==> src/hdl/rbof_pkg.sv <==
// Shared types and codes for the overwriting ring buffer FIFO.
package rbof_pkg;

  // Field widths of the stream words
  localparam int ACT_W  = 3;
  localparam int DATA_W = 32;
  localparam int CNT_W  = 7;
  localparam int ST_W   = 2;

  // Packed stream widths (padded to whole bytes)
  localparam int IN_TDATA_W  = 40;
  localparam int OUT_TDATA_W = 48;
  localparam int OUT_TUSER_W = 8;

  // Action codes
  localparam logic [ACT_W-1:0] ACT_PUT      = 3'd0;
  localparam logic [ACT_W-1:0] ACT_PUT_ROOM = 3'd1;
  localparam logic [ACT_W-1:0] ACT_GET      = 3'd2;
  localparam logic [ACT_W-1:0] ACT_PEEK     = 3'd3;
  localparam logic [ACT_W-1:0] ACT_COPY_RUN = 3'd4;
  localparam logic [ACT_W-1:0] ACT_GET_RUN  = 3'd5;

  // Status codes
  localparam logic [ST_W-1:0] ST_OK      = 2'd0;
  localparam logic [ST_W-1:0] ST_OVR     = 2'd1;
  localparam logic [ST_W-1:0] ST_EMPTY   = 2'd2;
  localparam logic [ST_W-1:0] ST_REFUSED = 2'd3;

  // Controller -> datapath commands
  typedef struct packed {
    logic capture;     // latch the accepted word
    logic finish;      // complete an item that needs no memory read
    logic start_read;  // issue first read, update pointers on removal
    logic emit;        // push read element into output register
  } cmd_t;

  // Datapath -> controller status
  typedef struct packed {
    logic needs_read;  // captured item delivers elements
    logic out_free;    // output register can take a word
    logic run_more;    // more elements follow the one being emitted
  } sts_t;

endpackage

==> src/hdl/ring_buffer_overwrite_fifo.sv <==
// Overwriting ring buffer FIFO: top level with stream ports and checks.
//
// Usage: one command word enters on the s_axis channel (action in tuser);
// each command gives one or more result words on m_axis, the final one
// marked by tlast. Puts write; when full, put overwrites the oldest element
// and put-room is refused. Copy and get runs stream up to count oldest elements.
// cfg_we/cfg_wdata set the used ring size (1..DEPTH) and empty the ring.
// Timing: a command is accepted, evaluated in the next cycle and, for an
// item with no element (puts, empty gets, empty runs), its result is
// registered at the end of that cycle when the output register is free.
// Get, peek and runs issue their first read then and emit one element per
// cycle while the output register is free, from the registered memory port.
// The next command is taken while the last result still sits in the
// output register. Reset empties the ring and sets the size to DEPTH; no
// memory clearing is done. When the receiver holds m_axis_tready low, the
// output register holds its word and the run pauses until it is taken.
module ring_buffer_overwrite_fifo import rbof_pkg::*; #(
  parameter int DEPTH      = 64,
  parameter int ELEM_WIDTH = 32
) (
  input  logic                   clk,
  input  logic                   rst,
  // Size register
  input  logic                   cfg_we,
  input  logic [CNT_W-1:0]       cfg_wdata,
  // Command words
  input  logic                   s_axis_tvalid,
  output logic                   s_axis_tready,
  input  logic [IN_TDATA_W-1:0]  s_axis_tdata,   // element_data[31:0], count[38:32]
  input  logic [ACT_W-1:0]       s_axis_tuser,   // action[2:0]
  // Result words
  output logic                   m_axis_tvalid,
  input  logic                   m_axis_tready,
  output logic [OUT_TDATA_W-1:0] m_axis_tdata,   // out_data[31:0], count_done[38:32],
                                                 // fill_after[45:39]
  output logic [OUT_TUSER_W-1:0] m_axis_tuser,   // data_valid[0], status[2:1]
  output logic                   m_axis_tlast
);

  cmd_t              cmd;
  sts_t              sts;
  logic [DATA_W-1:0] out_data;
  logic              out_dvalid;
  logic [ST_W-1:0]   out_status;
  logic [CNT_W-1:0]  out_done;
  logic [CNT_W-1:0]  out_fill;

  rbof_ctrl u_ctrl (
    .clk      (clk),
    .rst      (rst),
    .in_valid (s_axis_tvalid),
    .in_ready (s_axis_tready),
    .sts      (sts),
    .cmd      (cmd)
  );

  rbof_dp #(
    .DEPTH      (DEPTH),
    .ELEM_WIDTH (ELEM_WIDTH)
  ) u_dp (
    .clk        (clk),
    .rst        (rst),
    .cfg_we     (cfg_we),
    .cfg_wdata  (cfg_wdata),
    .in_action  (s_axis_tuser),
    .in_elem    (s_axis_tdata[DATA_W-1:0]),
    .in_count   (s_axis_tdata[DATA_W+CNT_W-1:DATA_W]),
    .cmd        (cmd),
    .sts        (sts),
    .out_valid  (m_axis_tvalid),
    .out_ready  (m_axis_tready),
    .out_data   (out_data),
    .out_dvalid (out_dvalid),
    .out_status (out_status),
    .out_last   (m_axis_tlast),
    .out_done   (out_done),
    .out_fill   (out_fill)
  );

  // Output packing
  assign m_axis_tdata = {(OUT_TDATA_W-DATA_W-2*CNT_W)'(0), out_fill, out_done, out_data};
  assign m_axis_tuser = {(OUT_TUSER_W-ST_W-1)'(0), out_status, out_dvalid};

`ifndef SYNTHESIS
  // One command at a time: no accept right after an accept
  a_one_cmd: assert property (@(posedge clk) disable iff (rst)
    (s_axis_tvalid && s_axis_tready) |=> !s_axis_tready)
    else $error("command accepted while previous one in progress");

  // Words without an element end the command's output
  a_noelem_last: assert property (@(posedge clk) disable iff (rst)
    (m_axis_tvalid && !out_dvalid) |-> (m_axis_tlast && out_data == '0 && out_done == '0))
    else $error("non-element result not final or not zeroed");

  // Run words carry elements with ok status
  a_run_words: assert property (@(posedge clk) disable iff (rst)
    (m_axis_tvalid && out_done != '0) |-> (out_dvalid && out_status == ST_OK))
    else $error("run word without element or with bad status");

  // Elements are never emitted while the output register is blocked and holds data
  a_emit_free: assert property (@(posedge clk) disable iff (rst)
    cmd.emit |-> (!m_axis_tvalid || m_axis_tready))
    else $error("output register overwritten before it was taken");
`endif

endmodule

==> src/hdl/rbof_ram.sv <==
// Generic single-write, single-read RAM with registered read data.
module rbof_ram #(
  parameter int WIDTH = 32,
  parameter int DEPTH = 64
) (
  input  logic                                     clk,
  input  logic                                     we,
  input  logic [((DEPTH > 1) ? $clog2(DEPTH) : 1)-1:0] waddr,
  input  logic [WIDTH-1:0]                         wdata,
  input  logic                                     re,
  input  logic [((DEPTH > 1) ? $clog2(DEPTH) : 1)-1:0] raddr,
  output logic [WIDTH-1:0]                         rdata
);

  logic [WIDTH-1:0] mem [DEPTH];

  // Write port
  always_ff @(posedge clk) begin
    if (we) begin
      mem[waddr] <= wdata;
    end
  end

  // Registered read, holds when not enabled
  always_ff @(posedge clk) begin
    if (re) begin
      rdata <= mem[raddr];
    end
  end

endmodule

==> src/hdl/rbof_ctrl.sv <==
// Sequencing state machine for the overwriting ring buffer FIFO.
module rbof_ctrl import rbof_pkg::*; (
  input  logic clk,
  input  logic rst,
  input  logic in_valid,
  output logic in_ready,
  input  sts_t sts,
  output cmd_t cmd
);

  localparam logic [1:0] S_IDLE = 2'd0;
  localparam logic [1:0] S_EXEC = 2'd1;
  localparam logic [1:0] S_READ = 2'd2;

  logic [1:0] state;
  logic [1:0] state_next;

  // Next state and commands
  always_comb begin
    state_next = state;
    cmd        = '0;
    in_ready   = 1'b0;
    case (state)
      S_IDLE: begin
        in_ready = 1'b1;
        if (in_valid) begin
          cmd.capture = 1'b1;
          state_next  = S_EXEC;
        end
      end
      S_EXEC: begin
        if (sts.needs_read) begin
          cmd.start_read = 1'b1;
          state_next     = S_READ;
        end else if (sts.out_free) begin
          cmd.finish = 1'b1;
          state_next = S_IDLE;
        end
      end
      S_READ: begin
        if (sts.out_free) begin
          cmd.emit = 1'b1;
          if (!sts.run_more) begin
            state_next = S_IDLE;
          end
        end
      end
      default: begin
        state_next = S_IDLE;
      end
    endcase
  end

  always_ff @(posedge clk) begin
    if (rst) begin
      state <= S_IDLE;
    end else begin
      state <= state_next;
    end
  end

endmodule

==> src/hdl/rbof_dp.sv <==
// Datapath: pointers, fill level, element store and output register.
module rbof_dp import rbof_pkg::*; #(
  parameter int DEPTH      = 64,
  parameter int ELEM_WIDTH = 32
) (
  input  logic              clk,
  input  logic              rst,
  input  logic              cfg_we,
  input  logic [CNT_W-1:0]  cfg_wdata,
  input  logic [ACT_W-1:0]  in_action,
  input  logic [DATA_W-1:0] in_elem,
  input  logic [CNT_W-1:0]  in_count,
  input  cmd_t              cmd,
  output sts_t              sts,
  output logic              out_valid,
  input  logic              out_ready,
  output logic [DATA_W-1:0] out_data,
  output logic              out_dvalid,
  output logic [ST_W-1:0]   out_status,
  output logic              out_last,
  output logic [CNT_W-1:0]  out_done,
  output logic [CNT_W-1:0]  out_fill
);

  localparam int AW = (DEPTH > 1) ? $clog2(DEPTH) : 1;
  localparam int CW = (ELEM_WIDTH < DATA_W) ? ELEM_WIDTH : DATA_W;
  localparam logic [CNT_W-1:0] DEPTH_C = CNT_W'(DEPTH);

  // Captured word
  logic [ACT_W-1:0]  act;
  logic [DATA_W-1:0] elem;
  logic [CNT_W-1:0]  cnt;

  // Ring state
  logic [CNT_W-1:0] size;
  logic [AW-1:0]    rd;
  logic [CNT_W-1:0] fill;

  // Run sequencing
  logic [AW-1:0]    run_idx;
  logic [CNT_W-1:0] remain;
  logic [CNT_W-1:0] done_val;

  // Decode and arithmetic
  logic             is_put, is_single, is_run, removes;
  logic             full, empty;
  logic [CNT_W-1:0] run_n;
  logic [CNT_W:0]   wr_sum, adv_sum, size_x;
  logic [AW-1:0]    wr_addr, adv_idx;
  logic             ram_we, ram_re;
  logic [AW-1:0]    ram_raddr;
  logic [ELEM_WIDTH-1:0] ram_wdata, ram_rdata;
  logic [DATA_W-1:0] rd_word;
  logic [ST_W-1:0]  fin_status;
  logic [AW-1:0]    fin_rd;
  logic [CNT_W-1:0] fin_fill;
  logic [CNT_W-1:0] size_cfg;

  // Index step with wrap at the used size
  function automatic logic [AW-1:0] wrap_inc(input logic [AW-1:0] x,
                                             input logic [CNT_W-1:0] sz);
    logic [CNT_W-1:0] nx;
    nx = CNT_W'(x) + 1'b1;
    return (nx == sz) ? '0 : AW'(nx);
  endfunction

  // Action decode
  always_comb begin
    is_put    = (act == ACT_PUT) || (act == ACT_PUT_ROOM);
    is_single = (act == ACT_GET) || (act == ACT_PEEK);
    is_run    = (act == ACT_COPY_RUN) || (act == ACT_GET_RUN);
    removes   = (act == ACT_GET) || (act == ACT_GET_RUN);
    full      = fill >= size;
    empty     = fill == '0;
    run_n     = (cnt > fill) ? fill : cnt;
  end

  // Write slot and run advance, sums stay below twice the size
  always_comb begin
    size_x  = {1'b0, size};
    wr_sum  = (CNT_W+1)'(rd) + {1'b0, fill};
    adv_sum = (CNT_W+1)'(rd) + {1'b0, run_n};
    wr_addr = (wr_sum >= size_x) ? AW'(wr_sum - size_x) : AW'(wr_sum);
    adv_idx = (adv_sum >= size_x) ? AW'(adv_sum - size_x) : AW'(adv_sum);
  end

  // Saturate written size to 1..DEPTH
  always_comb begin
    if (cfg_wdata == '0) begin
      size_cfg = CNT_W'(1);
    end else if (cfg_wdata > DEPTH_C) begin
      size_cfg = DEPTH_C;
    end else begin
      size_cfg = cfg_wdata;
    end
  end

  // Result of an item that reads no element
  always_comb begin
    ram_we     = 1'b0;
    fin_status = ST_OK;
    fin_rd     = rd;
    fin_fill   = fill;
    if (is_put) begin
      if (full && (act == ACT_PUT_ROOM)) begin
        fin_status = ST_REFUSED;
      end else begin
        ram_we = cmd.finish;
        if (full) begin
          fin_rd     = wrap_inc(rd, size);
          fin_status = ST_OVR;
        end else begin
          fin_fill = fill + 1'b1;
        end
      end
    end else if (is_single || is_run) begin
      fin_status = empty ? ST_EMPTY : ST_OK;
    end
  end

  // Status to controller
  always_comb begin
    sts.needs_read = (is_single && !empty) || (is_run && (run_n != '0));
    sts.out_free   = !out_valid || out_ready;
    sts.run_more   = remain != CNT_W'(1);
  end

  // Memory access
  always_comb begin
    ram_re    = cmd.start_read || (cmd.emit && sts.run_more);
    ram_raddr = cmd.start_read ? rd : run_idx;
    ram_wdata = '0;
    ram_wdata[CW-1:0] = elem[CW-1:0];
    rd_word   = '0;
    rd_word[CW-1:0] = ram_rdata[CW-1:0];
  end

  rbof_ram #(
    .WIDTH (ELEM_WIDTH),
    .DEPTH (DEPTH)
  ) u_ram (
    .clk   (clk),
    .we    (ram_we),
    .waddr (wr_addr),
    .wdata (ram_wdata),
    .re    (ram_re),
    .raddr (ram_raddr),
    .rdata (ram_rdata)
  );

  // Ring control state and output valid
  always_ff @(posedge clk) begin
    if (rst) begin
      size      <= DEPTH_C;
      rd        <= '0;
      fill      <= '0;
      out_valid <= 1'b0;
    end else begin
      if (cfg_we) begin
        size <= size_cfg;
        rd   <= '0;
        fill <= '0;
      end else if (cmd.finish) begin
        rd   <= fin_rd;
        fill <= fin_fill;
      end else if (cmd.start_read && removes) begin
        if (is_single) begin
          rd   <= wrap_inc(rd, size);
          fill <= fill - 1'b1;
        end else begin
          rd   <= adv_idx;
          fill <= fill - run_n;
        end
      end
      if (cmd.finish || cmd.emit) begin
        out_valid <= 1'b1;
      end else if (out_ready) begin
        out_valid <= 1'b0;
      end
    end
  end

  // Captured word, run counters and output payload
  always_ff @(posedge clk) begin
    if (cmd.capture) begin
      act  <= in_action;
      elem <= in_elem;
      cnt  <= in_count;
    end
    if (cmd.start_read) begin
      run_idx  <= wrap_inc(rd, size);
      remain   <= is_run ? run_n : CNT_W'(1);
      done_val <= is_run ? run_n : '0;
    end
    if (cmd.emit) begin
      remain <= remain - 1'b1;
      if (sts.run_more) begin
        run_idx <= wrap_inc(run_idx, size);
      end
      out_data   <= rd_word;
      out_dvalid <= 1'b1;
      out_status <= ST_OK;
      out_last   <= !sts.run_more;
      out_done   <= done_val;
      out_fill   <= fill;
    end
    if (cmd.finish) begin
      out_data   <= '0;
      out_dvalid <= 1'b0;
      out_status <= fin_status;
      out_last   <= 1'b1;
      out_done   <= '0;
      out_fill   <= fin_fill;
    end
  end

endmodule
==> config.mk <==
export PLATFORM = sky130hd
export DESIGN_NAME = ring_buffer_overwrite_fifo
export DESIGN_NICKNAME = d
export VERILOG_FILES = /design/src/hdl/rbof_pkg.sv /design/src/hdl/ring_buffer_overwrite_fifo.sv /design/src/hdl/rbof_ram.sv /design/src/hdl/rbof_ctrl.sv /design/src/hdl/rbof_dp.sv
export SDC_FILE = /design/constraint.sdc
export NUM_CORES = 2
export LEC_CHECK = 0
export ABC_AREA = 0
export BUFFER_PORTS_ARGS = -buffer_cell sky130_fd_sc_hd__clkbuf_2
export CAP_MARGIN = 20
export CORE_MARGIN = 5
export CORE_UTILIZATION = 30
export DETAILED_ROUTE_END_ITERATION = 8
export MAX_ROUTING_LAYER = met4
export SYNTH_ARGS = -nofsm -noshare
export SYNTH_HDL_FRONTEND = slang
export SYNTH_SLANG_ARGS = --single-unit
==> constraint.sdc <==
create_clock -name clk -period 7.8 [get_ports clk]
set_input_delay 1.56 -clock clk [delete_from_list [all_inputs] [get_ports clk]]
set_output_delay 1.56 -clock clk [all_outputs]
set_load 0.01 [all_outputs]
==> impl_metrics.py <==
metrics = {
    "die": {
        "die_x_um": 546.4,
        "dieArea_sq_um": 298500,
        "pin_count": 114,
        "die_h_um": 546.4,
        "coreArea_sq_um": 287200,
        "row_count": 197,
        "start_util": 0.3006,
    },
    "finish": {
        "area_delta_synth_final_pct": 16.72,
        "finalNetCount": 5355,
        "final_cell_mix": "edfxtp_1 (2145), mux2i_1 (1039), o22ai_1 (525)",
        "drive_above_1_share": 0.1559,
        "final_common_cell": "edfxtp_1",
        "final_cells": 9216,
    },
    "placement": {
        "portBuffers": 105,
        "place_congestion": 0.8433,
        "dpl.hpwl_mm": 145.1,
        "placedCellCount": 8802,
    },
    "critical_path": {
        "rr_startpoint": "u_dp.fill[2]",
        "r2r-end": "u_dp.u_ram.rdata[12]",
        "cp_data_required_time_ns": 8.33,
        "ff2ff_setup_slack_ns": 1.67,
        "crit_path_start_kind": "register",
        "reg2reg_depth": 16,
        "cp_common_cell": "buf_4",
        "critPathTopFamily": "compound AO/OA/AOI/OAI gates",
        "cp_slowest_cell": "o41ai_1",
        "crit_chain": "inv_1, ha_1, a21oi_1, a21oi_1, o22ai_1, buf_4, nor2b_1, o221a_1, buf_4, mux2_2, nand2_4, buf_4, buf_4, o22ai_1, o41ai_1, o2111ai_1",
        "path_buf_inv": 5,
        "crit_fanout": 31,
        "crit_arrival_ns": 6.67,
        "critical-path-max-stage-delay_ns": 0.97,
        "crit_type": "reg -> reg",
        "critPathCaptureType": "register",
    },
    "synth": {
        "synth_seq_cells": 2215,
        "avgSynthCellArea_sq_um": 17.56,
        "synth_ff_type": "edfxtp_1",
        "synth_edf_count": 2145,
        "syn_inst": 4914,
        "ys_seq_area_frac": 0.7625,
        "syn_area_sq_um": 86310,
        "async_reset_ff_frac": 0,
        "yosysWarnings": 0,
        "ys_types": 61,
    },
    "sta": {
        "drv_slew": 0,
        "layout_min_cycle_time_ns": 6.133,
        "rsz0062_at_grt": "false",
        "max_freq_mhz": 163.0,
        "finalSetupTns_ns": 0,
        "hold_viol": 0,
        "period_share": 0.7863,
        "fin_worst_skew_ns": 0.04371,
        "tightest_slew_ns": 1.148,
        "relSlewSlack": 0.2331,
        "setup_viol": 0,
    },
    "min_path": {
        "hold_path_end": "u_dp.out_data[13]",
        "min_from": "u_dp.out_data[13]",
        "hp-class": "reg -> reg",
        "whs_path_depth": 2,
    },
    "clocking": {
        "cts_tree": "done",
        "clk_pin_slew_ns": 0.06,
        "cts-root-buf": "clkbuf_16",
        "ctsResizeCount": 0,
        "cts_sinks": 2215,
        "post_cts_buffers": 0,
        "clockBufferDepth": 3,
        "clk_latency_ns": 0.87,
        "postCtsHoldBufs": 0,
        "htreeDepth": 4,
        "cts_buffers": 215,
    },
    "drt": {
        "drt_iter0_drc": 4869,
        "vias_per_cell": 5.091,
        "first_pass_iters": 5,
        "drt_wl_total_mm": 242.3,
        "ant_nets": 0,
        "drc": 0,
        "via_count": 46921,
        "avgRoutedWirePerCell_um": 26.29,
    },
    "global_routing": {
        "grt_overflow": 0,
        "grt_max_degree": 94,
        "grt_pass1_vias": 46144,
        "antenna_found_initial": 14,
        "grt_pass1_wl_mm": 340.3,
        "grt_usage": 0.1615,
    },
    "power": {
        "vdd_drop_max_v": 0.0002491,
        "power_leakage_uw": 0.03455,
        "cellPowerDensity_nw_per_um2": 304.5,
    },
    "job": {
        "timing.max_cap.violations": 0,
    },
    "outcome": {
        "outcome": "finished, final reports clean",
    },
}
Yosys cell counts (all sizes together), types with 3 or more instances:
| cell | count | area (sq um) |
|---|---|---|
| nand3 | 10 | 50.05 |
| nor2 | 123 | 461.7 |
| nor3 | 12 | 60.06 |
| xnor2 | 37 | 324.1 |
| ha | 53 | 663.1 |
| clkbuf | 112 | 420.4 |
| mux2 | 11 | 123.9 |
| inv | 40 | 150.1 |
| xor2 | 16 | 140.1 |
| a211oi | 9 | 67.56 |
| nand2b | 15 | 93.84 |
| a21oi | 79 | 395.4 |
| nand4 | 4 | 25.02 |
| fa | 5 | 100.1 |
| nor4 | 38 | 237.7 |
| dfxtp | 70 | 1401 |
| mux2i | 1040 | 10410 |
| o22ai | 525 | 3284 |
| buf | 165 | 929.7 |
| and2 | 12 | 75.07 |
| o2111ai | 33 | 289.0 |
| a21o | 19 | 142.6 |
| nor2b | 8 | 50.05 |
| a22oi | 4 | 30.03 |
| o41ai | 97 | 849.6 |
| nand3b | 3 | 22.52 |
| edfxtp | 2145 | 64410 |
| o21bai | 6 | 45.04 |
| nand2 | 151 | 566.8 |
| a31oi | 5 | 31.28 |
| or3 | 3 | 18.77 |
| o21ai | 32 | 160.2 |
worst min-delay path, stage by stage, from the launching register on:
cell,delay [ns]
dfxtp_1,0.31
nand2_1,0.05
a21oi_1,0.05
routing by layer:
layer | track usage | vias to the layer above | part of all wire
li1 | - | 20495 | -
met1 | 0.2013 | 24288 | 0.40
met5 | - | - | 0
met4 | 0.05202 | 0 | 0.032
met2 | 0.2713 | 1774 | 0.50
met3 | 0.02388 | 364 | 0.069
state kept, by name, indices dropped and copies added, names as in the netlist:
| name | cells |
|---|---|
| u_ctrl.state | 2 |
| u_dp.rd | 6 |
| u_dp.out_last | 1 |
| u_dp.out_valid | 1 |
| u_dp.out_done | 7 |
| u_dp.cnt | 7 |
| u_dp.fill | 7 |
| u_dp.u_ram.mem | 2048 |
| u_dp.out_status | 2 |
| u_dp.out_dvalid | 1 |
| u_dp.act | 3 |
| u_dp.done_val | 7 |
| u_dp.elem | 32 |
| u_dp.run_idx | 6 |
| u_dp.remain | 7 |
| u_dp.u_ram.rdata | 32 |
| u_dp.out_data | 32 |
| u_dp.size | 7 |
| u_dp.out_fill | 7 |
per-stage QoR:
stage | instance area [sq um] | worst slack, ns | power [uW] | util | hold WS (ns)
finish | 100700 | 1.667 | 30680 | 0.3508 | 0.4552
global route | 100700 | 1.374 | 31720 | 0.3508 | 0.4703
CTS | 100600 | 1.496 | 30870 | 0.3505 | 0.4568
detailed placement | 93600 | 1.526 | 20590 | 0.3260 | 0.4491
global placement | 93600 | 1.450 | 20500 | 0.3260 | 0.4508
floorplan | 86330 | 2.257 | 18280 | - | 0.4416
worst max-delay path by stage:
stage	from	end	cells past startpoint
6_report	u_dp.fill[2]	u_dp.u_ram.rdata[12]	16
5_1_grt	u_dp.fill[0]	u_dp.u_ram.mem[31][22]	19
4_1_cts	u_dp.fill[2]	u_dp.u_ram.rdata[10]	16
3_5_place_dp	u_dp.fill[2]	u_dp.u_ram.rdata[10]	16
3_3_place_gp	u_dp.fill[2]	u_dp.u_ram.rdata[10]	16
2_1_floorplan	u_dp.fill[0]	u_dp.u_ram.mem[11][0]	17
cell families after synthesis:
| kind of cell | Yosys count | synth area share |
|---|---|---|
| AO/OA/AOI/OAI | 828 | 0.06329 |
| other | 1 | 0.00004345 |
| adder cells (fa/ha/maj) | 58 | 0.008843 |
| AND/OR/NAND/NOR | 391 | 0.02047 |
| buffers and inverters | 317 | 0.01738 |
| flip-flops | 2215 | 0.7625 |
| multiplexers | 1051 | 0.1220 |
| XOR/XNOR | 53 | 0.005378 |
area by class of cell:
type / count / area [sq um]
Inverter: 40 / 150.1
Timing Repair Buffer: 382 / 2930
Tap cell: 3781 / 4731
Sequential cell: 2215 / 65810
Antenna cell: 9 / 22.52
Fill cell: 26708 / 186400
Multi-Input combinational cell: 2388 / 20060
Clock buffer: 256 / 5534
Clock inverter: 145 / 1499
report_power, final:
part	switching (uW)	leakage, uW	internal, uW
combinational	4310	0.0112	2680
sequential	83.1	0.0199	13300
clock	4510	0.00342	5830
Note: power is estimated with default switching activity, not from simulation.
